## src/hw/rtl/microcode_control_word_decode_assert.svh

```systemverilog
// ----------------------------------------------------------------------------
// Assertion macros for the control-word decoder
// Concurrent checks sampled on the rising clock, muted while reset is high.
// ----------------------------------------------------------------------------
`ifndef MICROCODE_CONTROL_WORD_DECODE_ASSERT_SVH
`define MICROCODE_CONTROL_WORD_DECODE_ASSERT_SVH

// Same-cycle implication
`define MCWD_ASSERT_NOW(label, clk, rst, ante, cons, msg) \
   label: assert property (@(posedge clk) disable iff (rst) (ante) |-> (cons)) \
      else $error(msg);

// Next-cycle implication
`define MCWD_ASSERT_NEXT(label, clk, rst, ante, cons, msg) \
   label: assert property (@(posedge clk) disable iff (rst) (ante) |=> (cons)) \
      else $error(msg);

`endif

```

## src/hw/rtl/mcwd_stage.sv

```systemverilog
// ----------------------------------------------------------------------------
// mcwd_stage
// One pipeline register with valid/stall flow control; reloads whenever it
// is empty or its word is being taken downstream.
// ----------------------------------------------------------------------------
`timescale 1ns / 1ps
`default_nettype none

module mcwd_stage #(
   parameter int WIDTH = 32
) (
   input  logic             clock,
   input  logic             reset,
   input  logic             in_valid,
   output logic             in_stall,
   input  logic [WIDTH-1:0] in_data,
   output logic             out_valid,
   input  logic             out_stall,
   output logic [WIDTH-1:0] out_data
);

   logic             valid_ff;
   logic             valid_in;
   logic [WIDTH-1:0] data_ff;
   logic             load;

   // Free to load when empty or when the held word leaves this cycle
   assign load     = !valid_ff || !out_stall;
   assign in_stall = !load;
   assign valid_in = load ? in_valid : valid_ff;

   always_ff @(posedge clock) begin
      if (reset) begin
         valid_ff <= 1'b0;
      end else begin
         valid_ff <= valid_in;
      end
   end

   // Payload needs no reset
   always_ff @(posedge clock) begin
      if (load && in_valid) begin
         data_ff <= in_data;
      end
   end

   assign out_valid = valid_ff;
   assign out_data  = data_ff;

endmodule

`default_nettype wire

```

## config.mk

```make
export PLATFORM = sky130hd
export DESIGN_NAME = mcwd_stage
export DESIGN_NICKNAME = d
export VERILOG_FILES = /design/src/hw/rtl/microcode_control_word_decode_assert.svh /design/src/hw/rtl/mcwd_stage.sv
export SDC_FILE = /design/constraint.sdc
export NUM_CORES = 1
export LEC_CHECK = 0
export BUFFER_PORTS_ARGS = -buffer_cell sky130_fd_sc_hd__buf_2
export CAP_MARGIN = 10
export CORE_MARGIN = 4
export CORE_UTILIZATION = 41
export CTS_BUF_LIST = sky130_fd_sc_hd__clkbuf_8
export CTS_CLUSTER_DIAMETER = 40
export CTS_CLUSTER_SIZE = 8
export DETAILED_ROUTE_END_ITERATION = 12
export PLACE_DENSITY_LB_ADDON = 0.1
export REMOVE_ABC_BUFFERS = 1
export SLEW_MARGIN = 20
export SYNTH_ARGS = -nofsm -noshare
export SYNTH_HDL_FRONTEND = slang
export SYNTH_SLANG_ARGS = --single-unit
```

## constraint.sdc

```tcl
create_clock -name clock -period 2.35 [get_ports clock]
set_clock_uncertainty 0.05 [all_clocks]
set_input_delay 0.1175 -clock clock [delete_from_list [all_inputs] [get_ports clock]]
set_output_delay 0.1175 -clock clock [all_outputs]
set_load 0.05 [all_outputs]
```

==> results of run 1 <==
## how the worst max path moves through the flow
stage	slack, ps	from	cells past startpoint	to
2_1_floorplan	260	out_valid	2	out_data[0]
3_3_place_gp	1070	out_valid	3	out_data[15]
3_5_place_dp	1050	out_valid	3	out_data[15]
4_1_cts	1040	out_valid	3	out_data[7]
5_1_grt	990	out_valid	3	out_data[5]
6_report	1040	out_valid	3	out_data[28]
## sequential cells by signal (all words and copies together), names as in the netlist
register / flops
out_valid: 1
out_data: 32
## layout by cell type, fill, tap and decap left out
| cell | synthesis | final |
|---|---|---|
| and2_4 | 1 | 1 |
| buf_4 | 0 | 1 |
| buf_2 | 0 | 69 |
| a21oi_1 | 1 | 1 |
| nor2b_2 | 1 | 1 |
| edfxtp_1 | 32 | 32 |
| dfxtp_1 | 1 | 1 |
| clkinv_2 | 0 | 2 |
| dlygate4sd3_1 | 0 | 33 |
| clkbuf_8 | 0 | 5 |
| inv_1 | 0 | 1 |
| nor2_1 | 1 | 1 |
## tightest hold or removal path: cells and delay by family
| family | cells | cell delay (ps) |
|---|---|---|
| and+or+nand+nor | 1 | 80 |
| AOI/OAI and AO/OA | 1 | 30 |
| buffers and inverters | 1 | 90 |
## routing by layer
| layer | global-route usage [%] | vias to the layer above | wire [um] |
|---|---|---|---|
| met5 | 0 | - | 0 |
| met4 | 5.96 | 0 | 0 |
| met1 | 14.9 | 303 | 767 |
| met2 | 25.6 | 43 | 1260 |
| met3 | 9.28 | 0 | 274 |
| li1 | - | 365 | - |
## what timing repair did
action / CTS / global route
gates resized for setup: 0 / 0
endpoints found under the hold margin: 33 / 0
hold buffers: 33 / 0
## cells by family after synthesis
group	after synthesis	share of synthesized area [%]
AOI/OAI and AO/OA	1	0.496
and+or+nand+nor	3	2.11
DFF	33	97.4
## report_power, final
| part | leakage, uW | switching, uW | total [uW] | internal (uW) |
|---|---|---|---|---|
| Combinational | 0.000428 | 160 | 241 | 81.3 |
| Sequential | 0.000318 | 7.32 | 694 | 686 |
| Clock | 0.0000491 | 179 | 379 | 200 |
## layout make-up
type	count	area (um^2)	area share [%]
timing repair buffer	103	683	37.8
clock inverter	3	13.8	0.761
clock buffer	5	68.8	3.81
multi-input combinational	4	26.3	1.45
tap	28	35.0	1.94
sequential	33	981	54.3
## through the flow
| stage | total power, uW | setup slack [ps] |
|---|---|---|
| after floorplan | 843 | 264 |
| after global placement | 903 | 1070 |
| after detailed placement | 905 | 1050 |
| after CTS | 1330 | 1040 |
| after global routing | 1380 | 993 |
| final | 1310 | 1040 |
==> results by group, run 1 <==
Timing
  – Final Hold Vio Count: 0
  – Max-slew violations: 0
  – Setup violators final: 0
  – Unrepaired setup endpoints after global routing: no
  – Setup TNS Final: 0 ps
  – Tcrit/Tclk final: 55.6%
  – Fmax: 766 MHz
  – Hold WS: 33.9 ps
  – Worst Max-Slew Pin Slew: 376 ps
  – Max_slew headroom: 75.0%
  – Period minus WS final: 1310 ps

Synth
  – Ys flop type: edfxtp_1
  – Post-synth EDFFs: 32
  – Synthesized area per cell: 27.2 um^2
  – Yosys reg bits: 33
  – Post-Syn Area: 1010 um^2
  – Ranking of synthesized cells by area: edfxtp_1 (95%), dfxtp_1 (2.0%), and2_4 (0.87%)
  – Post-synthesis async set-or-reset flop share: 0%
  – Share of the synthesized area in the top cell type: 95.4%
  – Library cells used by synthesis: 6
  – Sequential share of the synthesized area: 97.4%
  – Post-Synthesis Cells: 37
  – Warnings from Yosys: 0
  – Count leader, synth: edfxtp_1
  – Yosys top cell by area: edfxtp_1

Final layout
  – Final instance area: between 1500 and 2000 um^2
  – Nets: 183
  – Share of layout cells above drive strength 1: 53.4%
  – Non-filler cells, final: 176
  – Area Overhead vs Synth: 79.5%
  – Fillers: 127
  – # diodes: 0
  – Post-layout util: 79.4%

Floorplan
  – Chip height: 57.6 um
  – Die width: 57.6 um
  – Initial Util: 44.3%
  – CORE AREA: 2280 um^2
  – Die area: 3310 um^2
  – Rows: 17
  – Ports: 70

Global route
  – All-Layer GR Usage: between 15 and 20%
  – Vias in the first global route: about 740
  – Initial antenna violation count: 0
  – GRT Residual Overflow: 0
  – First-pass GRT wire length: between 3000 and 4000 um
  – Largest net degree at the start of global routing: 33

CTS
  – CTS max path bufs: 2
  – Clk root buf: clkbuf_8
  – TritonCTS sink count: 33
  – Number of buffers created by CTS: 5
  – # H-tree levels: 2
  – Reg clk slew, reported paths: 60 ps
  – Postcts setup bufs: 0
  – TritonCTS clock tree: built
  – Clock latency on the worst-skew pair: approximately 270 ps

Critical path
  – Crit-path leading delay family: buffers and inverters
  – Max Fanout on Critical Path: 32
  – CP arrival: around 1200 ps
  – Worst R2R End: out_data[28]
  – Worst setup EP type: register
  – Crit start category: register
  – Worst r2r src: out_valid
  – Critical Path Slowest Stage Cell: buf_4
  – Setup CP Type: register to register
  – R2R depth: 3
  – Max stage delay on crit path: 340 ps
  – WP data required: between 2000 and 2500 ps
  – Crit-path cells: and2_4, nor2b_2, buf_4
  – Reg2Reg Setup Slack: 1040 ps
  – Critical path buffer and inverter count: 1

Hold path
  – Worst Hold Endpoint: out_valid
  – Worst hold start: in_valid
  – Hold Path Stages: 3
  – Worst min-delay path class: input pin to register

Power
  – PD cells: 727 nW/um^2
  – Max IR drop VDD: 715 uV
  – Leakage dissipation: 0.000795 uW

Placed design
  – Dpl cell area: between 1000 and 1500 um^2
  – Placed cells: between 100 and 150
  – Routability cong.: 0.648
  – DP Wirelength: roughly 1400 um
  – Port Buffers: 69

Route
  – Post-route ant nets: 0
  – Final Routed Wirelength: ~2300 um
  – DR iter-0 viols: 13
  – DR WL/cell: 13.1 um
  – Via count: 711
  – Vias per cell: 4.04
  – DRC viols: 0
  – Iteration count of the initial detailed-routing pass: 4

Flow run
  – Max-cap violations: 0

Status
  – Status: complete, no violations
No activity file was read; power rests on OpenSTA's default activity.
==> inputs of run 2 (changes only) <==
CORE_UTILIZATION = 37   (was 41)
clock period = 1.1 ns   (was 2.35 ns; I/O delays follow)
==> run 2 against run 1 <==
Net effect: the flow now finishes with violations (negative hold slack, negative setup slack); combinational power grew 120%; utilization fell by 7.6 points; worst setup slack got worse by 1100 ps; fmax is 11% higher; critical path type unchanged; largest cell class unchanged.
==> results by group, run 2 (same netlist as run 1, synthesis figures left out) <==
Critical path
  – Crit-path cells: and2_4, nor2b_4, buf_12
  – CP startpoint: out_valid
  – Number of stages on the worst setup path: 3
  – R2R depth: 3
  – Crit start category: register
  – Worst setup EP type: register
  – CP arrival: 1090 ps
  – WP data required: 1020 ps
  – Crit-path leading delay family: flip-flops
  – Critical Path Slowest Stage Cell: dfxtp_2
  – Setup CP Type: register to register
  – Critical path buffer and inverter count: 1
  – Reg2Reg Setup Slack: -70 ps
  – Worst r2r src: out_valid
  – Max stage delay on crit path: between 300 and 400 ps
  – Worst R2R End: out_data[28]
  – Max Fanout on Critical Path: 32

Floorplan
  – CORE AREA: 2540 um^2
  – Chip height: 60.2 um
  – Rows: 18
  – Die width: 60.2 um
  – Ports: 70
  – Initial Util: 39.6%
  – Die area: 3620 um^2

Timing
  – Setup violators final: 32
  – Unrepaired setup endpoints after global routing: yes
  – Hold WS: -27.6 ps
  – Max-slew violations: 0
  – Tcrit/Tclk final: 106%
  – Final WS setup: -71.4 ps
  – Final Hold Vio Count: 1
  – Worst Max-Slew Pin Slew: 258 ps
  – Fmax: 854 MHz
  – Period minus WS final: 1170 ps
  – Max_slew headroom: 82.9%

Power
  – PD cells: 1530 nW/um^2
  – Max IR drop VDD: about 1200 uV
  – Final Power: 2800 uW
  – Sequential share of power: 53.0%
  – Leakage dissipation: ~0.00081 uW
  – NetSw: 730 uW
  – Comb power frac: 18.9%
  – Net Sw Frac: a little over a quarter
  – Clk network pwr share: 28.1%
  – Pint: 2070 uW

Placed design
  – Routability cong.: 0.601
  – Dpl cell area: 1410 um^2
  – Port Buffers: roughly 70
  – DP Worst Slack: -84.0 ps

Global route
  – Vias in the first global route: between 700 and 800
  – Initial antenna violation count: 0
  – Largest net degree at the start of global routing: 33
  – First-pass GRT wire length: 3530 um
  – GRT Residual Overflow: 0
  – All-Layer GR Usage: between 10% and 20%

CTS
  – Reg clk slew, reported paths: 60 ps
  – Postcts setup bufs: 0
  – Cts hold-fix bufs: 33
  – Number of buffers created by CTS: 5
  – Clock latency on the worst-skew pair: about 270 ps
  – TritonCTS clock tree: built
  – # H-tree levels: 2
  – Clk root buf: clkbuf_8
  – TritonCTS sink count: 33
  – CTS max path bufs: 2

Status
  – Status: complete, but fails checks
  – Failing checks: negative hold slack, negative setup slack

Hold path
  – Worst min-delay path class: input pin to register
  – Hold Path Stages: 3
  – Worst hold start: in_valid
  – Worst Hold Endpoint: out_valid

Final layout
  – Share of layout cells above drive strength 1: 52.7%
  – Post-layout util: 71.9%
  – Max reg flops: 32
  – Most common cell after layout, fill and taps aside: buf_2
  – Area Overhead vs Synth: 81.6%
  – Final instance area: 1830 um^2
  – # diodes: 0
  – Most frequent cells in the layout: buf_2 (68), dlygate4sd3_1 (33), edfxtp_1 (32), clkbuf_8 (5), inv_1 (3)
  – Nets: 183

Route
  – DRC viols: 0
  – Final Routed Wirelength: 2410 um
  – DR WL/cell: ~14 um
  – Iteration count of the initial detailed-routing pass: 2
  – Vias per cell: 4.18
  – DR iter-0 viols: 5
  – Via count: 744
  – Post-route ant nets: 0

Flow run
  – Max-cap violations: 0
-- run 2: power by group through the flow --
stage / registers (uW) / logic (uW) / clock network (uW)
detailed placement: 1510 / 435 / 0
finish: 1480 / 528 / 787
global route: 1490 / 553 / 882
CTS: 1490 / 528 / 817
global placement: 1510 / 431 / 0
floorplan: 1770 / 34.2 / 0
-- run 2: layout make-up --
cell class	instances	area [um^2]
Fill cell	180	716
Multi-Input combinational cell	4	31.3
Clock inverter	3	11.3
Clock buffer	5	68.8
Timing Repair Buffer	103	698
Sequential cell	33	982
Tap cell	30	37.5
-- run 2: worst max path at each step --
| stage | end | slack (ps) |
|---|---|---|
| after floorplan | out_data[0] | -990 |
| after global placement | out_data[31] | -60 |
| after detailed placement | out_data[30] | -80 |
| after CTS | out_data[27] | -60 |
| after global routing | out_data[7] | -90 |
| final | out_data[28] | -70 |
-- run 2: what timing repair did --
action | 4_1_cts | 5_1_grt
hold endpoints to repair | 33 | 1
resized for setup | 3 | 0
endpoints found under the setup margin | 33 | 33
-- run 2: metal layers --
metal  vias to the layer above  share of wire [%]  global-route usage (%)  wire (um)
met1                       337                 33                    13.3        785
met5                         -                  0                       0          0
li1                        366                  -                       -          -
met2                        41                 58                    27.6       1390
met3                         0                9.8                    4.97        236
met4                         0                  0                    5.70          0
-- run 2: stage by stage --
stage               setup TNS [ps]  std cells  hold slack, ps
floorplan                   -31540         37            77.4
global placement             -1830        137             163
detailed placement           -2650        137             168
CTS                          -1970        178           -37.9
global route                 -2720        178           -25.2
finish                       -2180        178           -27.6
-- run 2: tightest hold or removal path, cell delays in order --
cell and delay, ps:
buf_2 90, a21oi_1 40, nor2_1 70
==> inputs of run 3 (changes only) <==
==> constraint.sdc (replaced) <==
create_clock -name clock -period 1.1 [get_ports clock]
set_clock_uncertainty 0.05 [all_clocks]
set_input_delay 0.275 -clock clock [delete_from_list [all_inputs] [get_ports clock]]
set_output_delay 0.275 -clock clock [all_outputs]
set_load 0.05 [all_outputs]
==> run 3 against run 2 <==
Net effect: the run ends with negative setup slack left; count of clock-buffer cells in the layout unchanged; die area unchanged; via count down 16%; sequential share of layout area up 3.7 points; first-iteration DRC count up 40%; total power about the same; design area down 6.4%; fmax down 2.9%; combinational power down 1%; utilization down 4.6 points.
==> results by group, run 3 (same netlist as run 1, synthesis figures left out) <==
CTS
  – TritonCTS sink count: 33
  – Clock latency on the worst-skew pair: 270 ps
  – Cts hold-fix bufs: 0
  – Clk root buf: clkbuf_8
  – Number of buffers created by CTS: 5
  – Reg clk slew, reported paths: 60 ps
  – TritonCTS clock tree: built
  – # H-tree levels: 2
  – CTS max path bufs: 2

Timing
  – Max-slew violations: 0
  – Max_slew headroom: between 80% and 90%
  – Tcrit/Tclk final: 110%
  – Fmax: 829 MHz
  – Worst Max-Slew Pin Slew: 168 ps
  – Period minus WS final: 1210 ps
  – Setup violators final: 66
  – Unrepaired setup endpoints after global routing: yes
  – Final Hold Vio Count: 0
  – Final WS setup: -107 ps

Route
  – Via count: 624
  – Final Routed Wirelength: 1970 um
  – Post-route ant nets: 0
  – Iteration count of the initial detailed-routing pass: 3
  – DR iter-0 viols: 7
  – Vias per cell: 4.30
  – DRC viols: 0
  – DR WL/cell: 13.6 um

Critical path
  – Crit start category: register
  – Setup CP Type: register to output port
  – Critical Path Slowest Stage Cell: dfxtp_2
  – Max stage delay on crit path: between 300 and 400 ps
  – Max Fanout on Critical Path: 2
  – Worst setup EP type: output port
  – WP data required: 770 ps
  – Crit-path leading delay family: flip-flops
  – Critical path buffer and inverter count: 1
  – CP arrival: 880 ps
  – Crit-path cells: and2_4, buf_8

Final layout
  – Post-layout util: between 60% and 70%
  – Final instance area: 1710 um^2
  – Most common cell after layout, fill and taps aside: buf_2
  – Max reg flops: 32
  – # diodes: 0
  – Share of layout cells above drive strength 1: 68.7%
  – Nets: 151
  – Most frequent cells in the layout: buf_2 (35), buf_6 (33), edfxtp_1 (32), clkbuf_8 (5)
  – Area Overhead vs Synth: 69.9%

Power
  – NetSw: 721 uW
  – Leakage dissipation: 0.000732 uW
  – Sequential share of power: 53.6%
  – Pint: 2080 uW
  – Net Sw Frac: 25.8%
  – Max IR drop VDD: 1360 uV
  – PD cells: 1630 nW/um^2
  – Final Power: 2800 uW
  – Clk network pwr share: 27.7%
  – Comb power frac: 18.6%

Floorplan
  – CORE AREA: between 2000 and 3000 um^2
  – Chip height: approximately 60 um
  – Die area: 3620 um^2
  – Ports: 70
  – Die width: around 60 um
  – Initial Util: 39.6%
  – Rows: 18

Placed design
  – Routability cong.: around 0.62
  – Dpl cell area: between 1000 and 1500 um^2
  – Port Buffers: 69

Flow run
  – Max-cap violations: 0

Global route
  – Largest net degree at the start of global routing: 33
  – First-pass GRT wire length: 2800 um
  – Initial antenna violation count: 0
  – Vias in the first global route: between 600 and 700
  – All-Layer GR Usage: 11.6%
  – GRT Residual Overflow: 0

Status
  – Status: complete, but fails checks
  – Failing checks: negative setup slack

Hold path
  – Worst min-delay path class: input pin to register
[run 3: cell count changes in the layout (fill, tap and decap cells not counted)]
cell           previous run  this run
buf_2                    68        35
buf_6                     0        33
buf_8                     0         1
clkinv_1                  0         1
dlygate4sd3_1            33         0
inv_1                     3         1
nor2b_2                   0         1
nor2b_4                   1         0
[run 3: metal layers]
| metal | vias to the layer above | routed length [um] | track usage [%] |
|---|---|---|---|
| li1 | 299 | - | - |
| met1 | 280 | 653 | 11.0 |
| met2 | 45 | 1030 | 19.3 |
| met3 | 0 | 284 | 8.42 |
| met4 | 0 | 0 | 3.80 |
| met5 | - | 0 | 0 |
[run 3: final cells by class]
class                   count  area, um^2
flip-flops and latches     33         982
fillers                   189         833
repair buffers             71         589
multi-input cells           4        26.3
well taps                  30        37.5
clock inverters             2        7.51
clock buffers               5        68.8
[run 3: repair_timing]
item | 4_1_cts | 5_1_grt
setup endpoints to repair | 66 | 66
setup buffers | 0 | 0
pin swaps | 0 | 0
gates resized for setup | 70 | 0
[run 3: power by group through the flow]
| stage | sequential, uW | clock, uW | combinational (uW) |
|---|---|---|---|
| floorplan | 1770 | 0 | 34.2 |
| global placement | 1510 | 0 | 435 |
| detailed placement | 1510 | 0 | 439 |
| CTS | 1500 | 807 | 526 |
| global route | 1510 | 882 | 542 |
| finish | 1500 | 776 | 521 |
[run 3: per-stage QoR]
| step | worst slack (ps) | TNS (ps) | instances | hold slack [ps] |
|---|---|---|---|---|
| floorplan | -986 | -31730 | 37 | 297 |
| global placement | -154 | -4880 | 138 | 382 |
| detailed placement | -168 | -5360 | 138 | 385 |
| CTS | -117 | -4510 | 145 | 89.8 |
| global route | -152 | -6540 | 145 | 93.1 |
| finish | -107 | -3790 | 145 | 96.2 |
[run 3: path summary, 6_finish.rpt]
check                           startpoint          end  slack (ps)  depth (start not counted)
worst min register to register   out_valid    out_valid         530                          3
worst max register to register   out_valid  out_data[4]         -80                          3
worst max-delay path             out_valid     in_stall        -110                          2
worst min-delay path                 reset    out_valid         100                          2
